### config.mk
export PLATFORM = sky130hd
export DESIGN_NAME = flowspec_nlri_parser_top
export DESIGN_NICKNAME = d
export VERILOG_FILES = /design/src/hdl/fsp_pkg.sv /design/src/hdl/fsp_front.sv /design/src/hdl/fsp_back.sv /design/src/hdl/flowspec_nlri_parser_top.sv
export SDC_FILE = /design/constraint.sdc
export NUM_CORES = 1
export LEC_CHECK = 0
export BUFFER_PORTS_ARGS = -buffer_cell sky130_fd_sc_hd__buf_4
export CAP_MARGIN = 30
export CORE_MARGIN = 2
export CORE_UTILIZATION = 55
export DETAILED_ROUTE_END_ITERATION = 6
export PLACE_DENSITY = 0.74
export SLEW_MARGIN = 25
export SYNTH_ARGS = -nofsm -noshare
export SYNTH_HDL_FRONTEND = slang
export SYNTH_SLANG_ARGS = --single-unit
### constraint.sdc
create_clock -name clk -period 14.6 [get_ports clk]
set_clock_uncertainty 0.1 [all_clocks]
set_input_delay 1.46 -clock clk [delete_from_list [all_inputs] [get_ports clk]]
set_output_delay 1.46 -clock clk [all_outputs]
set_load 0.05 [all_outputs]
### src/hdl/fsp_pkg.sv
// ----------------------------------------------------------------------------
// fsp_pkg
// shared types and constants of the flowspec nlri parser
// ----------------------------------------------------------------------------
package fsp_pkg;

  localparam int MaxComponents = 16;

  localparam logic [3:0] PH_LEN0   = 4'd0;
  localparam logic [3:0] PH_LEN1   = 4'd1;
  localparam logic [3:0] PH_TYPE   = 4'd2;
  localparam logic [3:0] PH_PLEN   = 4'd3;
  localparam logic [3:0] PH_PBYTES = 4'd4;
  localparam logic [3:0] PH_OP     = 4'd5;
  localparam logic [3:0] PH_VAL    = 4'd6;
  localparam logic [3:0] PH_SKIP   = 4'd7;

  localparam logic [2:0] KIND_TERM   = 3'd0;
  localparam logic [2:0] KIND_PHDR   = 3'd1;
  localparam logic [2:0] KIND_PBYTE  = 3'd2;
  localparam logic [2:0] KIND_EEND   = 3'd3;
  localparam logic [2:0] KIND_PERR   = 3'd4;
  localparam logic [2:0] KIND_TRUNC  = 3'd5;

  localparam logic [7:0] LONG_LEN = 8'd240;

  typedef struct packed {
    logic [7:0] byte_value;
    logic       buffer_last;
  } in_word_t;

  typedef struct packed {
    logic [2:0]  kind;
    logic [7:0]  component_type;
    logic        term_end;
    logic        and_flag;
    logic        less;
    logic        greater;
    logic        equal;
    logic [63:0] term_value;
    logic [7:0]  prefix_length;
    logic [5:0]  component_index;
    logic [15:0] entry_index;
    logic        last;
  } out_word_t;

  // front to back: up to two results caused by one byte
  typedef struct packed {
    logic      two;
    out_word_t first;
    out_word_t second;
  } pair_t;

endpackage

### src/hdl/fsp_front.sv
// ----------------------------------------------------------------------------
// fsp_front
// byte parser: takes one byte a cycle while take is high and builds its zero, one or two results
// ----------------------------------------------------------------------------
module fsp_front import fsp_pkg::*; (
  input  logic     clk,
  input  logic     rst,
  input  logic     family_is_v6,
  input  in_word_t in_word,
  input  logic     take,
  output logic     has_res,
  output pair_t    res
);

  logic [3:0]  phase, phase_next;
  logic [3:0]  len_hi, len_hi_next;
  logic [11:0] ebl, ebl_next;
  logic [7:0]  ctype, ctype_next;
  logic [7:0]  cop, cop_next;
  logic [63:0] acc, acc_next;
  logic [3:0]  vbl, vbl_next;
  logic [4:0]  pbl, pbl_next;
  logic [6:0]  ccount, ccount_next;
  logic [15:0] ecount, ecount_next;

  logic [7:0]  b;
  logic [11:0] ebl_dec;
  logic [5:0]  nb;
  logic [3:0]  vb;
  logic [11:0] newlen;
  logic        n_one, n_two;
  out_word_t   r0, r1, rtmp;

  function automatic out_word_t mk(input logic [2:0] k, input logic [7:0] t,
                                   input logic [6:0] cc, input logic [15:0] ec);
    out_word_t w;
    w = '0;
    w.kind = k;
    w.component_type = t;
    w.component_index = cc[5:0];
    w.entry_index = ec;
    return w;
  endfunction

  always_comb begin
    phase_next = phase; len_hi_next = len_hi; ebl_next = ebl;
    ctype_next = ctype; cop_next = cop; acc_next = acc; vbl_next = vbl;
    pbl_next = pbl; ccount_next = ccount; ecount_next = ecount;
    b = in_word.byte_value;
    ebl_dec = ebl - 12'd1;
    nb = 6'((9'(b) + 9'd7) >> 3);
    vb = 4'd1 << b[5:4];
    newlen = (phase == PH_LEN1) ? {len_hi, b} : {4'd0, b};
    n_one = 1'b0; n_two = 1'b0;
    r0 = '0; r1 = '0; rtmp = '0;
    if (phase == PH_LEN0 && b >= LONG_LEN) begin
      len_hi_next = b[3:0];
      phase_next = PH_LEN1;
    end else if (phase == PH_LEN0 || phase == PH_LEN1) begin
      ebl_next = newlen;
      ccount_next = '0;
      if (newlen == '0) begin
        r0 = mk(KIND_EEND, '0, '0, ecount);
        n_one = 1'b1;
        ecount_next = ecount + 16'd1;
        phase_next = PH_LEN0;
      end else begin
        phase_next = PH_TYPE;
      end
    end else if (phase >= PH_TYPE && phase <= PH_SKIP && ebl != '0) begin
      ebl_next = ebl_dec;
      case (phase)
        PH_TYPE: begin
          if (ccount >= 7'(MaxComponents)) phase_next = PH_SKIP;
          else begin
            ctype_next = b;
            phase_next = (b == 8'd1 || b == 8'd2) ? PH_PLEN : PH_OP;
          end
        end
        PH_PLEN: begin
          rtmp = mk(KIND_PHDR, ctype, ccount, ecount);
          rtmp.prefix_length = b;
          n_one = 1'b1;
          if (b > (family_is_v6 ? 8'd128 : 8'd32) || 12'(nb) > ebl_dec) begin
            rtmp.kind = KIND_PERR;
            phase_next = PH_SKIP;
          end else if (nb == '0) begin
            ccount_next = ccount + 7'd1;
            phase_next = PH_TYPE;
          end else begin
            pbl_next = nb[4:0];
            phase_next = PH_PBYTES;
          end
          r0 = rtmp;
        end
        PH_PBYTES: begin
          rtmp = mk(KIND_PBYTE, ctype, ccount, ecount);
          rtmp.term_value = {56'd0, b};
          r0 = rtmp;
          n_one = 1'b1;
          pbl_next = pbl - 5'd1;
          if (pbl == 5'd1) begin
            ccount_next = ccount + 7'd1;
            phase_next = PH_TYPE;
          end
        end
        PH_OP: begin
          cop_next = b;
          if (12'(vb) > ebl_dec) phase_next = PH_SKIP;
          else begin
            vbl_next = vb;
            acc_next = '0;
            phase_next = PH_VAL;
          end
        end
        PH_VAL: begin
          acc_next = {acc[55:0], b};
          vbl_next = vbl - 4'd1;
          if (vbl == 4'd1) begin
            rtmp = mk(KIND_TERM, ctype, ccount, ecount);
            rtmp.term_end = cop[7];
            rtmp.and_flag = cop[6];
            rtmp.less = cop[3];
            rtmp.greater = cop[2];
            rtmp.equal = cop[1];
            rtmp.term_value = {acc[55:0], b};
            r0 = rtmp;
            n_one = 1'b1;
            if (cop[7]) begin
              ccount_next = ccount + 7'd1;
              phase_next = PH_TYPE;
            end else phase_next = PH_OP;
          end
        end
        default: ;
      endcase
      if (ebl_dec == '0) begin
        rtmp = mk(KIND_EEND, '0, ccount_next, ecount);
        if (n_one) begin r1 = rtmp; n_two = 1'b1; end
        else begin r0 = rtmp; n_one = 1'b1; end
        ecount_next = ecount + 16'd1;
        phase_next = PH_LEN0;
      end
    end else begin
      phase_next = PH_LEN0;
    end
    if (in_word.buffer_last) begin
      if (phase_next != PH_LEN0) begin
        rtmp = mk(KIND_TRUNC, '0, ccount_next, ecount_next);
        if (n_one) begin r1 = rtmp; n_two = 1'b1; end
        else begin r0 = rtmp; n_one = 1'b1; end
      end
      phase_next = PH_LEN0; ebl_next = '0; vbl_next = '0; pbl_next = '0;
      ccount_next = '0; ecount_next = '0;
    end
    if (n_two) r1.last = 1'b1;
    else r0.last = 1'b1;
  end

  assign has_res = n_one;
  assign res.two = n_two;
  assign res.first = r0;
  assign res.second = r1;

  always_ff @(posedge clk) begin
    if (rst) begin
      phase <= PH_LEN0; len_hi <= '0; ebl <= '0; ctype <= '0; cop <= '0;
      acc <= '0; vbl <= '0; pbl <= '0; ccount <= '0; ecount <= '0;
    end else if (take) begin
      phase <= phase_next; len_hi <= len_hi_next; ebl <= ebl_next;
      ctype <= ctype_next; cop <= cop_next; acc <= acc_next; vbl <= vbl_next;
      pbl <= pbl_next; ccount <= ccount_next; ecount <= ecount_next;
    end
  end

endmodule

### src/hdl/fsp_back.sv
// ----------------------------------------------------------------------------
// fsp_back
// two-entry queue of result pairs; while out_ready is high, hands out one result word a cycle
// ----------------------------------------------------------------------------
module fsp_back import fsp_pkg::*; (
  input  logic      clk,
  input  logic      rst,
  input  logic      push,
  input  pair_t     push_data,
  output logic      can_push,
  output logic      out_valid,
  input  logic      out_ready,
  output out_word_t out_word
);

  pair_t      slot [2];
  logic       wptr, rptr, half;
  logic [1:0] count;
  logic       pop_word, pop_pair;

  assign can_push  = (count != 2'd2) || pop_pair;
  assign out_valid = (count != 2'd0);
  assign out_word  = half ? slot[rptr].second : slot[rptr].first;
  assign pop_word  = out_valid && out_ready;
  assign pop_pair  = pop_word && (half || !slot[rptr].two);

  always_ff @(posedge clk) begin
    if (push) slot[wptr] <= push_data;
  end

  always_ff @(posedge clk) begin
    if (rst) begin
      wptr <= 1'b0; rptr <= 1'b0; half <= 1'b0; count <= 2'd0;
    end else begin
      if (push) wptr <= ~wptr;
      if (pop_pair) begin
        rptr <= ~rptr;
        half <= 1'b0;
      end else if (pop_word) half <= 1'b1;
      count <= count + 2'(push) - 2'(pop_pair);
    end
  end

endmodule

### src/hdl/flowspec_nlri_parser_top.sv
// ----------------------------------------------------------------------------
// flowspec_nlri_parser_top
// flowspec nlri byte-stream parser: one byte in, zero to two result words out
// ----------------------------------------------------------------------------
//  channel  signals                          word
//  in       in_valid / in_ready / in_data    in_word_t (byte_value, buffer_last)
//  out      out_valid / out_ready / out_data out_word_t (kind ... last)
//  cfg      cfg_we / cfg_data                family_is_v6
//
// one byte accepted per cycle while in_ready is high; the parser state updates in that cycle
// a byte making two results hands out its first word and then its second
// a two-pair queue between parser and output lets the parser run while
// the output stalls; in_ready drops only when that queue is full
// rst is synchronous, active high, and returns to waiting for an entry length
module flowspec_nlri_parser_top import fsp_pkg::*; (
  input  logic      clk,
  input  logic      rst,
  input  logic      cfg_we,
  input  logic      cfg_data,
  input  logic      in_valid,
  output logic      in_ready,
  input  in_word_t  in_data,
  output logic      out_valid,
  input  logic      out_ready,
  output out_word_t out_data
);

  logic  family_is_v6;
  logic  take;
  logic  has_res;
  logic  can_push;
  pair_t res;

  // address family register
  always_ff @(posedge clk) begin
    if (rst) family_is_v6 <= 1'b0;
    else if (cfg_we) family_is_v6 <= cfg_data;
  end

  // accept a byte whenever the queue has room for its results
  assign in_ready = can_push;
  assign take     = in_valid && in_ready;

  fsp_front u_front (
    .clk          (clk),
    .rst          (rst),
    .family_is_v6 (family_is_v6),
    .in_word      (in_data),
    .take         (take),
    .has_res      (has_res),
    .res          (res)
  );

  fsp_back u_back (
    .clk       (clk),
    .rst       (rst),
    .push      (take && has_res),
    .push_data (res),
    .can_push  (can_push),
    .out_valid (out_valid),
    .out_ready (out_ready),
    .out_word  (out_data)
  );

endmodule

==> results of run 1 <==
==> final cells by class <==
type                            instances  area (um^2)
Fill cell                            2545        11790
Sequential cell                       402        10800
Multi-Input combinational cell       1070         6948
Timing Repair Buffer                  147         1136
Clock buffer                           51         1074
Tap cell                              442        553.0
Clock inverter                         23        222.7
Inverter                               27        101.3
==> placed cells by master, fill, tap and decap left out, drive strengths merged, types with 19 or more instances in the layout <==
master	synthesis	final
a21oi	130	130
and2	83	83
and3	21	21
buf	28	147
clkbuf	90	51
clkinv	0	19
dfxtp	128	128
edfxtp	274	274
ha	24	24
inv	27	28
mux2i	105	105
mux4	25	25
nand2	121	121
nand3	74	74
nor2	171	171
nor2b	35	35
nor3	30	30
o21ai	49	49
==> logic make-up (layout without fill, tap and decap cells) <==
group,after synthesis,in the layout,share of synthesized area
XOR/XNOR,24,24,0.01150
multiplexers,132,132,0.08952
AND/OR/NAND/NOR,616,616,0.1684
buffers and inverters,145,248,0.03114
AO/OA/AOI/OAI,274,274,0.09281
adder cells (fa/ha/maj),24,24,0.01643
flip-flops,402,402,0.5902
==> power breakdown <==
group | leakage, nW | switching [W] | internal, W
logic | 3.09 | 0.000595 | 0.000257
registers | 3.52 | 0.0000448 | 0.00128
clock network | 0.641 | 0.000426 | 0.000579
==> flip-flops by register name, summed over array words and instances, names as in the netlist, 2 cells and up, named ones only <==
name	count
u_back.count	2
u_back.slot	274
u_front.acc	56
u_front.ccount	7
u_front.cop	5
u_front.ctype	8
u_front.ebl	12
u_front.ecount	16
u_front.len_hi	4
u_front.pbl	5
u_front.phase	4
u_front.vbl	4
==> per-layer routing <==
metal / vias up / track usage
li1: 6055 / -
met1: 6263 / 0.3280
met2: 366 / 0.4132
met4: 0 / 0.06585
met3: 76 / 0.03536
met5: - / 0
==> path summary, 6_finish.rpt <==
kind,start,to,slack (ns)
setup reg to reg,u_front.ebl[0],u_back.slot[1][216],8.54
setup / recovery,in_data[1],u_back.slot[1][216],8.20
hold reg to reg,u_front.acc[50],u_front.acc[50],0.35
hold / removal,u_front.acc[50],u_front.acc[50],0.35
==> critical path, delay by kind of cell <==
family,cells,cell delay [ns]
and+or+nand+nor,7,1.40
adders and majority gates,1,0.32
AOI/OAI and AO/OA,5,1.49
xor gates and xnor gates,1,0.09
buffers and inverters,4,1.67
==> Yosys cell counts, drive strengths merged (18+ instances only) <==
cell type	n
edfxtp	274
ha	24
a21oi	130
nor2b	35
inv	27
nand2	121
nor3	30
and3	21
xnor2	18
and2	83
buf	28
mux4	25
o21ai	49
nor2	171
dfxtp	128
mux2i	105
nand3	74
clkbuf	90
==> per-stage QoR <==
step,worst slack (ns),utilization,hold WS (ns),instances
6_report,8.202,0.6387,0.3531,2162
5_1_grt,7.904,0.6387,0.3748,2162
4_1_cts,8.126,0.6372,0.3540,2160
3_5_place_dp,7.598,0.5975,0.3399,2086
3_3_place_gp,7.664,0.5974,0.3360,2086
2_1_floorplan,4.094,-,0.3273,1617
==> results by group, run 1 <==
Synthesis
  • Post-synthesis sequential area ratio: 0.5902
  • Syn Std Cell Area: 18280 um^2
  • Cell taking the most area after synthesis: edfxtp_1
  • Top cells by area, synth: edfxtp_1, dfxtp_1, mux2i_1, nor2_1, a21oi_1
  • Async S/R FF share, synth: 0
  • Syn Inst Count: 1617
  • Synth Flop Type: edfxtp_1
  • YS warnings: 0
  • Synth Net Count: 1656
  • EDFF count, synth: 274
  • Synth top area share: 0.4501
  • Netlist cell types: 75
  • Syn Area/Cell: 11.31 um^2
  • Synth Register Bits: 402

Global route
  • Initial antenna violation count: 0
  • Total GRT Usage: 0.2431
  • Vias in the first global route: 12284
  • Largest net degree at the start of global routing: 81
  • GR Overflow Total: 0
  • First-pass GRT wire length: 67.52 mm

Min path
  • Hold WC Path Type: reg2reg
  • Hold path depth: 2

Floorplanning
  • Die area: 34710 um^2
  • Die height: 186.3 um
  • I/O Pins: 128
  • Initial Util: 0.5605
  • Chip width: 186.3 um
  • Row cnt: 66
  • Placeable Area: 32620 um^2

Layout
  • Diode count: 0
  • Fin nets: 1727
  • Design area: 20830 um^2
  • Synth-to-Final Area Change: 13.96%
  • Share of cells above drive strength 1: 0.1517

Critical path
  • Most frequent CP cell: buf_4
  • Crit end category: register
  • Worst Path Arrival: 6.51 ns
  • Slowest stage delay, CP: 0.67 ns
  • Worst path cell trace: buf_4 -> or3_1 -> nand2_1 -> nor2_1 -> nand2_1 -> xnor2_1 -> ha_1 -> and4_1 -> o21ai_0 -> a32oi_1 -> nand4_1 -> a21oi_2 -> a211o_2 -> a31oi_2 -> nor2_4 -> buf_4 -> buf_4 -> buf_12
  • Slowest-stage cell, CP: buf_4
  • R2R cell count: 16
  • CP max FO: 65
  • Setup CP Type: in2reg
  • Critical path launch point type: primary input
  • Worst EP required: 14.71 ns

Placement
  • Placed Area: 19490 um^2
  • Gp weighted congestion: 0.8972
  • PortBufs: 127
  • Detailed-placement wirelength estimate: 27.54 mm

STA
  • Slew Viols, Final: 0
  • RSZ-0062 raised after global routing: false
  • Fin crit share: 0.4382
  • Setup-failing EPs final: 0
  • Setup TNS: 0 ns
  • Tmin final: 6.398 ns
  • Max Fclk: 156.3 MHz
  • Final Hold Vio Count: 0
  • Actual slew at the worst max-slew pin: 0.9812 ns
  • Relative slew slack: 0.3458

Routing
  • Initial detailed-routing violation count: 967
  • Via density: 5.902
  • Via count: 12760
  • Highest Signal Layer: met4
  • DRC Markers: 0
  • Final wirelength: 43.26 mm
  • Drt first pass iters: 5
  • Met1 wire length: 18.80 mm
  • DR WL met3: 2.360 mm
  • Post-route ant nets: 0
  • Routed len/inst: 20.01 um
  • Met2 WL post-DR: 21.11 mm

Pwr
  • Worst vdd ir: 149.4 uV
  • Total chip power: 0.003182 W
  • P per Cell Area: 152.7 nW/um^2
  • Pleak: 7.256 nW

Clocking
  • Hold buffers post-CTS: 0
  • H-tree levels: 2
  • Clock latency at the later pin of the worst-skew pair: 0.55 ns
  • Clock Pin Slew Worst Setup and Hold Paths: 0.06 ns
  • Clock tree sinks: 402
  • Root buf cell: clkbuf_16
  • CTS Buf Count: 40
  • CTS tree: done
  • CTS Buffer Depth: 3
  • Setup bufs post-CTS: 0
  • PostCTS Resize Cnt: 0

Flow run
  • Maximum Capacitance Violations: 0

Outcome
  • Status: finished clean
Power figures use the tool's default switching activity.
==> run 2, diff against run 1 <==
ABC_AREA = 1   (was unset)
PLACE_DENSITY = 0.76   (was 0.74)
clock period = 5.1 ns   (was 14.6 ns; I/O delays follow)
==> results by group, run 2 <==
Clocking
  • CTS Buffer Depth: 3 (unchanged)
  • Hold buffers post-CTS: 0 (unchanged)
  • CTS tree: done (unchanged)
  • Clock Pin Slew Worst Setup and Hold Paths: 0.06 ns (about the same)
  • Root buf cell: clkbuf_16 (unchanged)
  • PostCTS Resize Cnt: 0 (unchanged)
  • CTS Buf Count: 42 (was 40)
  • Clock latency at the later pin of the worst-skew pair: 0.54 ns (was 0.55 ns)
  • H-tree levels: 2 (unchanged)
  • Clock tree sinks: 402 (unchanged)
  • Setup bufs post-CTS: 0 (unchanged)

STA
  • Final Hold Slack: 0.1121 ns (was 0.3531 ns)
  • Max Fclk: 241.7 MHz
  • RSZ-0062 raised after global routing: false (unchanged)
  • Actual slew at the worst max-slew pin: 0.9967 ns (was 0.9812 ns)
  • Setup-failing EPs final: 0 (unchanged)
  • Fin crit share: 0.8111
  • Tmin final: 4.137 ns
  • Setup TNS: 0 ns (unchanged)
  • Relative slew slack: 0.3355 (was 0.3458)
  • Slew Viols, Final: 0 (unchanged)
  • Final Hold Vio Count: 0 (unchanged)

Pwr
  • Int Power: 0.006099 W (was 0.002116 W)
  • Worst vdd ir: 312.5 uV (was 149.4 uV)
  • Combinational group share of total power: 0.285 (was 0.268)
  • Power share of the clock group: 0.324 (was 0.316)
  • P per Cell Area: 438.4 nW/um^2 (was 152.7 nW/um^2)
  • Sw Pwr: 0.003339 W (was 0.001066 W)
  • Seq pwr share: 0.391 (was 0.417)
  • Switching part of the total: 0.3538 (was 0.3349)
  • Pleak: 8.445 nW (was 7.256 nW)

Synthesis
  • Syn Inst Count: 2142 (was 1617)
  • YS warnings: 0 (unchanged)
  • Netlist cell types: 47 (was 75)
  • Synth top area share: 0.4359 (was 0.4501)
  • Synth cell count leaders: nor2_1, nand2_1, edfxtp_1, inv_1, o21ai_0 (was edfxtp_1, nor2_1, dfxtp_1, a21oi_1, nand2_1)
  • Synth Net Count: 2181 (was 1656)
  • Synth Flop Type: edfxtp_1 (unchanged)
  • Syn Std Cell Area: 18870 um^2 (was 18280 um^2)
  • EDFF count, synth: 274 (unchanged)
  • Async S/R FF share, synth: 0 (unchanged)
  • Cell taking the most area after synthesis: edfxtp_1 (unchanged)
  • Syn Area/Cell: 8.812 um^2 (was 11.31 um^2)
  • Post-synthesis sequential area ratio: 0.5717 (was 0.5902)
  • Synth Register Bits: 402 (unchanged)
  • Top cells by area, synth: edfxtp_1, dfxtp_1, nor2_1, nand2_1, o21ai_0 (was edfxtp_1, dfxtp_1, mux2i_1, nor2_1, a21oi_1)
  • Most common cell in the netlist: nor2_1 (was edfxtp_1)

Floorplanning
  • Chip width: 189.3 um (was 186.3 um)
  • I/O Pins: 128 (unchanged)
  • Placeable Area: 33700 um^2 (was 32620 um^2)
  • Die height: 189.3 um (was 186.3 um)
  • Initial Util: 0.5601 (was 0.5605)
  • Row cnt: 67 (was 66)
  • Die area: 35820 um^2 (was 34710 um^2)

Routing
  • Initial detailed-routing violation count: 1861 (was 967)
  • Drt first pass iters: 7 (was 5)
  • Via count: 15486 (was 12760)
  • Routed len/inst: 18.30 um (was 20.01 um)
  • Post-route ant nets: 0 (unchanged)
  • DRC Markers: 1 (was 0)
  • Via density: 5.748 (was 5.902)
  • Final wirelength: 49.31 mm (was 43.26 mm)

Critical path
  • CP max FO: 45 (was 65)
  • R2r startpoint: u_front.ebl[0] (unchanged)
  • Setup CP Type: reg2reg (was in2reg)
  • Critical path launch point type: register (was primary input)
  • Crit end category: register (unchanged)
  • Internal reg-to-reg setup slack: 0.96 ns (was 8.54 ns)
  • Worst EP required: 5.26 ns (was 14.71 ns)
  • R2R cell count: 18 (was 16)
  • Worst Path Arrival: 4.30 ns (was 6.51 ns)
  • Reg2reg end: u_back.slot[1][219] (was u_back.slot[1][216])

Layout
  • Share of cells above drive strength 1: 0.1153 (was 0.1517)
  • Max FFs per register: 274 (unchanged)
  • Biggest regs: u_back.slot x274, u_front.acc x56, u_front.ecount x16 (unchanged)
  • Commonest cells after routing, fill and taps aside: nor2_1, nand2_1, edfxtp_1, o21ai_0, inv_1 (was edfxtp_1, nor2_1, buf_4, a21oi_1, dfxtp_1)
  • Commonest non-fill, non-tap cell in the layout: nor2_1 (was edfxtp_1)
  • Fin nets: 2251 (was 1727)
  • Reg with most FFs: u_back.slot (unchanged)
  • Diode count: 0 (unchanged)
  • Synth-to-Final Area Change: 14.07% (was 13.96%)
  • Fill count: 2773 (was 2545)

Placement
  • Gp weighted congestion: 0.9365 (was 0.8972)
  • PortBufs: 127 (unchanged)
  • Detailed-placement wirelength estimate: 29.91 mm (was 27.54 mm)

Global route
  • First-pass GRT wire length: 78.53 mm (was 67.52 mm)
  • Initial antenna violation count: 0 (unchanged)
  • Total GRT Usage: 0.2735 (was 0.2431)
  • Vias in the first global route: 15092 (was 12284)
  • Largest net degree at the start of global routing: 113 (was 81)
  • GR Overflow Total: 0 (unchanged)

Flow run
  • Maximum Capacitance Violations: 0 (unchanged)

Outcome
  • Status: finished, violations left (was finished clean)
  • Failing checks: DRC

Min path
  • Worst Hold End: family_is_v6 (was u_front.acc[50])
  • Hold path depth: 3 (was 2)
  • Hold WC Path Type: in2reg (was reg2reg)
  • Worst Min Path Start: cfg_data (was u_front.acc[50])
run 2: cell count changes after synthesis, moves of 28 or more:
| cell | delta |
|---|---|
| a211oi_1 | +52 |
| and2_1 | -82 |
| inv_1 | +159 |
| mux2i_1 | -104 |
| nand2_1 | +235 |
| nand4_1 | +30 |
| nor2_1 | +213 |
| nor2b_1 | -35 |
| o21ai_0 | +137 |
| o22ai_1 | +28 |
run 2: logic make-up after synthesis:
kind of cell | Yosys count | synth area share
AO/OA/AOI/OAI | 459 | 0.1356
AND/OR/NAND/NOR | 909 | 0.2012
buffers and inverters | 336 | 0.06994
flip-flops | 402 | 0.5717
adder cells (fa/ha/maj) | 24 | 0.01591
XOR/XNOR | 11 | 0.005105
multiplexers | 1 | 0.0005303
run 2: cell type report:
cell class / instances / area, um^2 / area share
multi-input cells: 1404 / 6771 / 0.3145
clock inverters: 23 / 254.0 / 0.01180
inverters: 209 / 793.3 / 0.03685
flip-flops and latches: 402 / 10790 / 0.5014
repair buffers: 153 / 1236 / 0.05742
clock buffers: 55 / 1120 / 0.05201
well taps: 448 / 560.5 / 0.02604
run 2: how the worst max path moves through the flow:
stage,endpoint,start,cells past startpoint,slack [ns]
global placement,u_back.slot[0][221],in_data[2],26,0.77
detailed placement,u_back.slot[1][219],in_data[3],26,0.72
global route,u_back.slot[0][219],u_front.ebl[0],18,0.75
finish,u_back.slot[1][219],u_front.ebl[0],18,0.96
floorplan,u_back.slot[0][0],u_front.ebl[0],14,0.57
CTS,u_back.slot[0][219],u_front.ebl[0],18,1.06
run 2: through the flow:
stage | utilization | std cells | setup WS [ns] | power (W) | instance area (um^2)
final | 0.6389 | 2694 | 0.9632 | 0.009438 | 21530
after detailed placement | 0.5975 | 2615 | 0.7197 | 0.006434 | 20140
after floorplan | - | 2142 | 0.5684 | 0.005606 | 18890
after CTS | 0.6383 | 2693 | 1.061 | 0.009462 | 21510
after global placement | 0.5975 | 2615 | 0.7716 | 0.006406 | 20140
after global routing | 0.6389 | 2694 | 0.7509 | 0.009762 | 21530
run 2: critical path, stage by stage (launching register included):
cell      delay, ns
dfxtp_1        0.34
inv_2          0.08
ha_1           0.27
xnor2_1        0.48
ha_1           0.34
nand2_1        0.07
o21ai_0        0.10
a21boi_0       0.17
nor2_1         0.07
nand2_1        0.09
nand2_1        0.09
nand2_1        0.14
nand2_1        0.07
nand2_1        0.07
nand2_2        0.07
nor2_4         0.34
nand2_4        0.41
nand3_2        0.42
o21ai_1        0.15
run 2: per-layer routing:
| layer | track usage | share of wire | wire length (um) | vias up |
|---|---|---|---|---|
| met2 | 0.4401 | 0.46 | 22670 | 698 |
| li1 | - | - | - | 7403 |
| met4 | 0.07543 | 0.017 | 834 | 0 |
| met3 | 0.04467 | 0.086 | 4226 | 66 |
| met1 | 0.3869 | 0.44 | 21580 | 7319 |
| met5 | 0 | 0 | 0 | - |
run 2: power by group through the flow:
| stage | sequential (W) | clock [W] | combinational (W) |
|---|---|---|---|
| 6_report | 0.00369 | 0.00306 | 0.00269 |
| 5_1_grt | 0.00370 | 0.00320 | 0.00285 |
| 4_1_cts | 0.00369 | 0.00308 | 0.00269 |
| 3_5_place_dp | 0.00376 | 0 | 0.00268 |
| 3_3_place_gp | 0.00375 | 0 | 0.00265 |
| 2_1_floorplan | 0.00373 | 0 | 0.00187 |
==> run 3, diff against run 2 <==
clock period = 3.8 ns   (was 5.1 ns; I/O delays follow)
==> results by group, run 3 (same netlist as run 2, synthesis figures left out) <==
Outcome
  • Status: finished clean (was finished, violations left)

Layout
  • Util after Layout: 0.6443 (was 0.6389)
  • Biggest regs: u_back.slot x274, u_front.acc x56, u_front.ecount x16 (unchanged)
  • Synth-to-Final Area Change: 15.03% (was 14.07%)
  • Max FFs per register: 274 (unchanged)
  • Share of cells above drive strength 1: 0.1254 (was 0.1153)
  • Fin nets: 2262 (was 2251)
  • Commonest non-fill, non-tap cell in the layout: nor2_1 (unchanged)
  • Reg with most FFs: u_back.slot (unchanged)
  • Commonest cells after routing, fill and taps aside: nor2_1, nand2_1, edfxtp_1, o21ai_0, inv_1 (unchanged)
  • Diode count: 0 (unchanged)

Routing
  • Initial detailed-routing violation count: 1815 (was 1861)
  • Via count: 15513 (was 15486)
  • Post-route ant nets: 0 (unchanged)
  • Final wirelength: 49.05 mm (was 49.31 mm)
  • Drt first pass iters: 5 (was 7)
  • Routed len/inst: 18.14 um (was 18.30 um)
  • Via density: 5.737 (was 5.748)
  • DRC Markers: 0 (was 1)

Critical path
  • Slowest-stage cell, CP: dfxtp_1 (was xnor2_1)
  • Delay-heaviest family, CP: simple AND/OR/NAND/NOR gates (unchanged)
  • Critical path launch point type: register (unchanged)
  • Worst path cell trace: inv_2 -> ha_4 -> nand2_1 -> xor2_1 -> ha_1 -> nand2_1 -> inv_1 -> nand4_1 -> nand3_1 -> nor2_1 -> nand2_1 -> nand2_1 -> nand2_1 -> nand2_1 -> nand2_1 -> nand2_2 -> nor2_4 -> nand2_4 -> buf_12 -> nand2_1 -> nor2_1 -> nor2_1 (was inv_2 -> ha_1 -> xnor2_1 -> ha_1 -> nand2_1 -> o21ai_0 -> a21boi_0 -> nor2_1 -> nand2_1 -> nand2_1 -> nand2_1 -> nand2_1 -> nand2_1 -> nand2_2 -> nor2_4 -> nand2_4 -> nand3_2 -> o21ai_1)
  • Critical path depth in cells: 22 (was 18)
  • CP startpoint: u_front.ebl[1] (was u_front.ebl[0])
  • R2r startpoint: u_front.ebl[1] (was u_front.ebl[0])
  • Most frequent CP cell: nand2_1 (unchanged)
  • CP Capture Point: u_back.slot[1][111] (was u_back.slot[1][219])
  • Worst EP required: 3.96 ns (was 5.26 ns)
  • Slowest stage delay, CP: 0.35 ns (was 0.48 ns)
  • Reg2reg end: u_back.slot[1][111] (was u_back.slot[1][219])
  • R2R cell count: 22 (was 18)
  • Internal reg-to-reg setup slack: 0.40 ns (was 0.96 ns)
  • CP max FO: 44 (was 45)
  • Worst Path Buf+Inv: 3 (was 1)
  • Crit end category: register (unchanged)
  • Setup CP Type: reg2reg (unchanged)
  • Worst Path Arrival: 3.56 ns (was 4.30 ns)

Pwr
  • P per Cell Area: 582.9 nW/um^2 (was 438.4 nW/um^2)
  • Total chip power: 0.01266 W (was 0.009438 W)
  • Pleak: 8.520 nW (was 8.445 nW)
  • Worst vdd ir: 373.3 uV (was 312.5 uV)

Global route
  • GR Overflow Total: 0 (unchanged)
  • Vias in the first global route: 14883 (was 15092)
  • First-pass GRT wire length: 78.31 mm (was 78.53 mm)
  • Initial antenna violation count: 0 (unchanged)
  • Largest net degree at the start of global routing: 113 (unchanged)
  • Total GRT Usage: 0.2714 (was 0.2735)

STA
  • Max Fclk: 294.4 MHz (was 241.7 MHz)
  • Relative slew slack: 0.4304 (was 0.3355)
  • Final Hold Vio Count: 0 (unchanged)
  • Setup-failing EPs final: 0 (unchanged)
  • Slew Viols, Final: 0 (unchanged)
  • Final Hold Slack: 0.05258 ns (was 0.1121 ns)
  • Fin crit share: 0.8938 (was 0.8111)
  • Tmin final: 3.396 ns (was 4.137 ns)
  • Actual slew at the worst max-slew pin: 0.8544 ns (was 0.9967 ns)
  • RSZ-0062 raised after global routing: false (unchanged)

Floorplanning
  • I/O Pins: 128 (unchanged)
  • Initial Util: 0.5601 (unchanged)
  • Row cnt: 67 (unchanged)
  • Die area: 35820 um^2 (unchanged)
  • Chip width: 189.3 um (unchanged)
  • Die height: 189.3 um (unchanged)
  • Placeable Area: 33700 um^2 (unchanged)

Clocking
  • H-tree levels: 2 (unchanged)
  • Clock Pin Slew Worst Setup and Hold Paths: 0.06 ns (about the same)
  • CTS Buffer Depth: 3 (unchanged)
  • Setup bufs post-CTS: 0 (unchanged)
  • Clock tree sinks: 402 (unchanged)
  • CTS tree: done (unchanged)
  • Clock latency at the later pin of the worst-skew pair: 0.54 ns (about the same)
  • Root buf cell: clkbuf_16 (unchanged)
  • CTS Buf Count: 41 (was 42)

Flow run
  • Maximum Capacitance Violations: 0 (unchanged)

Placement
  • Detailed-placement wirelength estimate: 30.46 mm (was 29.91 mm)
  • PortBufs: 127 (unchanged)
  • Gp weighted congestion: 0.9244 (was 0.9365)

Min path
  • Hold WC Path Type: in2reg (unchanged)
## run 3: cell count changes in the layout (fill, tap and decap cells not counted), sizes merged
cell,change
dlygate4sd3,+2
inv,-1
clkinv,-1
buf,+10
## run 3: how the worst min path moves through the flow
stage                          startpoint               to  slack [ns]  cells after the start
after floorplan           u_back.count[1]  u_back.count[1]        0.31                      1
after global placement    u_back.count[1]  u_back.count[1]        0.32                      1
after detailed placement  u_back.count[1]  u_back.count[1]        0.33                      1
after CTS                       out_ready      u_back.half        0.04                      3
after global routing            out_ready      u_back.half        0.07                      3
final                           out_ready      u_back.half        0.05                      3
## run 3: worst min-delay path, stage by stage
cell      delay (ns)
buf_4           0.11
nand2_2         0.07
a211oi_1        0.07
## run 3: layer usage
layer / part of all wire / track usage / wire, um / vias to the layer above
met1: 0.44 / 0.3889 / 21670 / 7409
met5: 0 / 0 / 0 / -
met4: 0.017 / 0.06470 / 843 / 0
met3: 0.076 / 0.03744 / 3730 / 65
met2: 0.46 / 0.4408 / 22800 / 627
li1: - / - / - / 7412
## run 3: what timing repair did
item,in CTS,in global routing
resized for setup,0,0
hold buffers,2,0
hold endpoints to repair,1,0
## run 3: final cells by class
| class | instances | area (um^2) |
|---|---|---|
| clock buffer | 55 | 1109 |
| clock inverter | 21 | 256.5 |
| fill | 2728 | 11990 |
| inverter | 209 | 798.3 |
| multi-input combinational | 1404 | 6824 |
| sequential | 402 | 10800 |
| tap | 448 | 560.5 |
| timing repair buffer | 165 | 1368 |
## run 3: stage by stage
step                instances  instance area, um^2  setup TNS (ns)  setup WS (ns)
finish                   2704                21710               0         0.4037
floorplan                2142                18950         -144.81        -0.5512
CTS                      2703                21680               0         0.3837
global route             2704                21710               0         0.1375
detailed placement       2625                20300               0         0.1594
global placement         2625                20300               0         0.3012
## run 3: where the power goes
part	internal [W]	switching, W	total (W)
clock	0.00241	0.00165	0.00405
combinational	0.000939	0.00272	0.00365
sequential	0.00486	0.0000924	0.00495
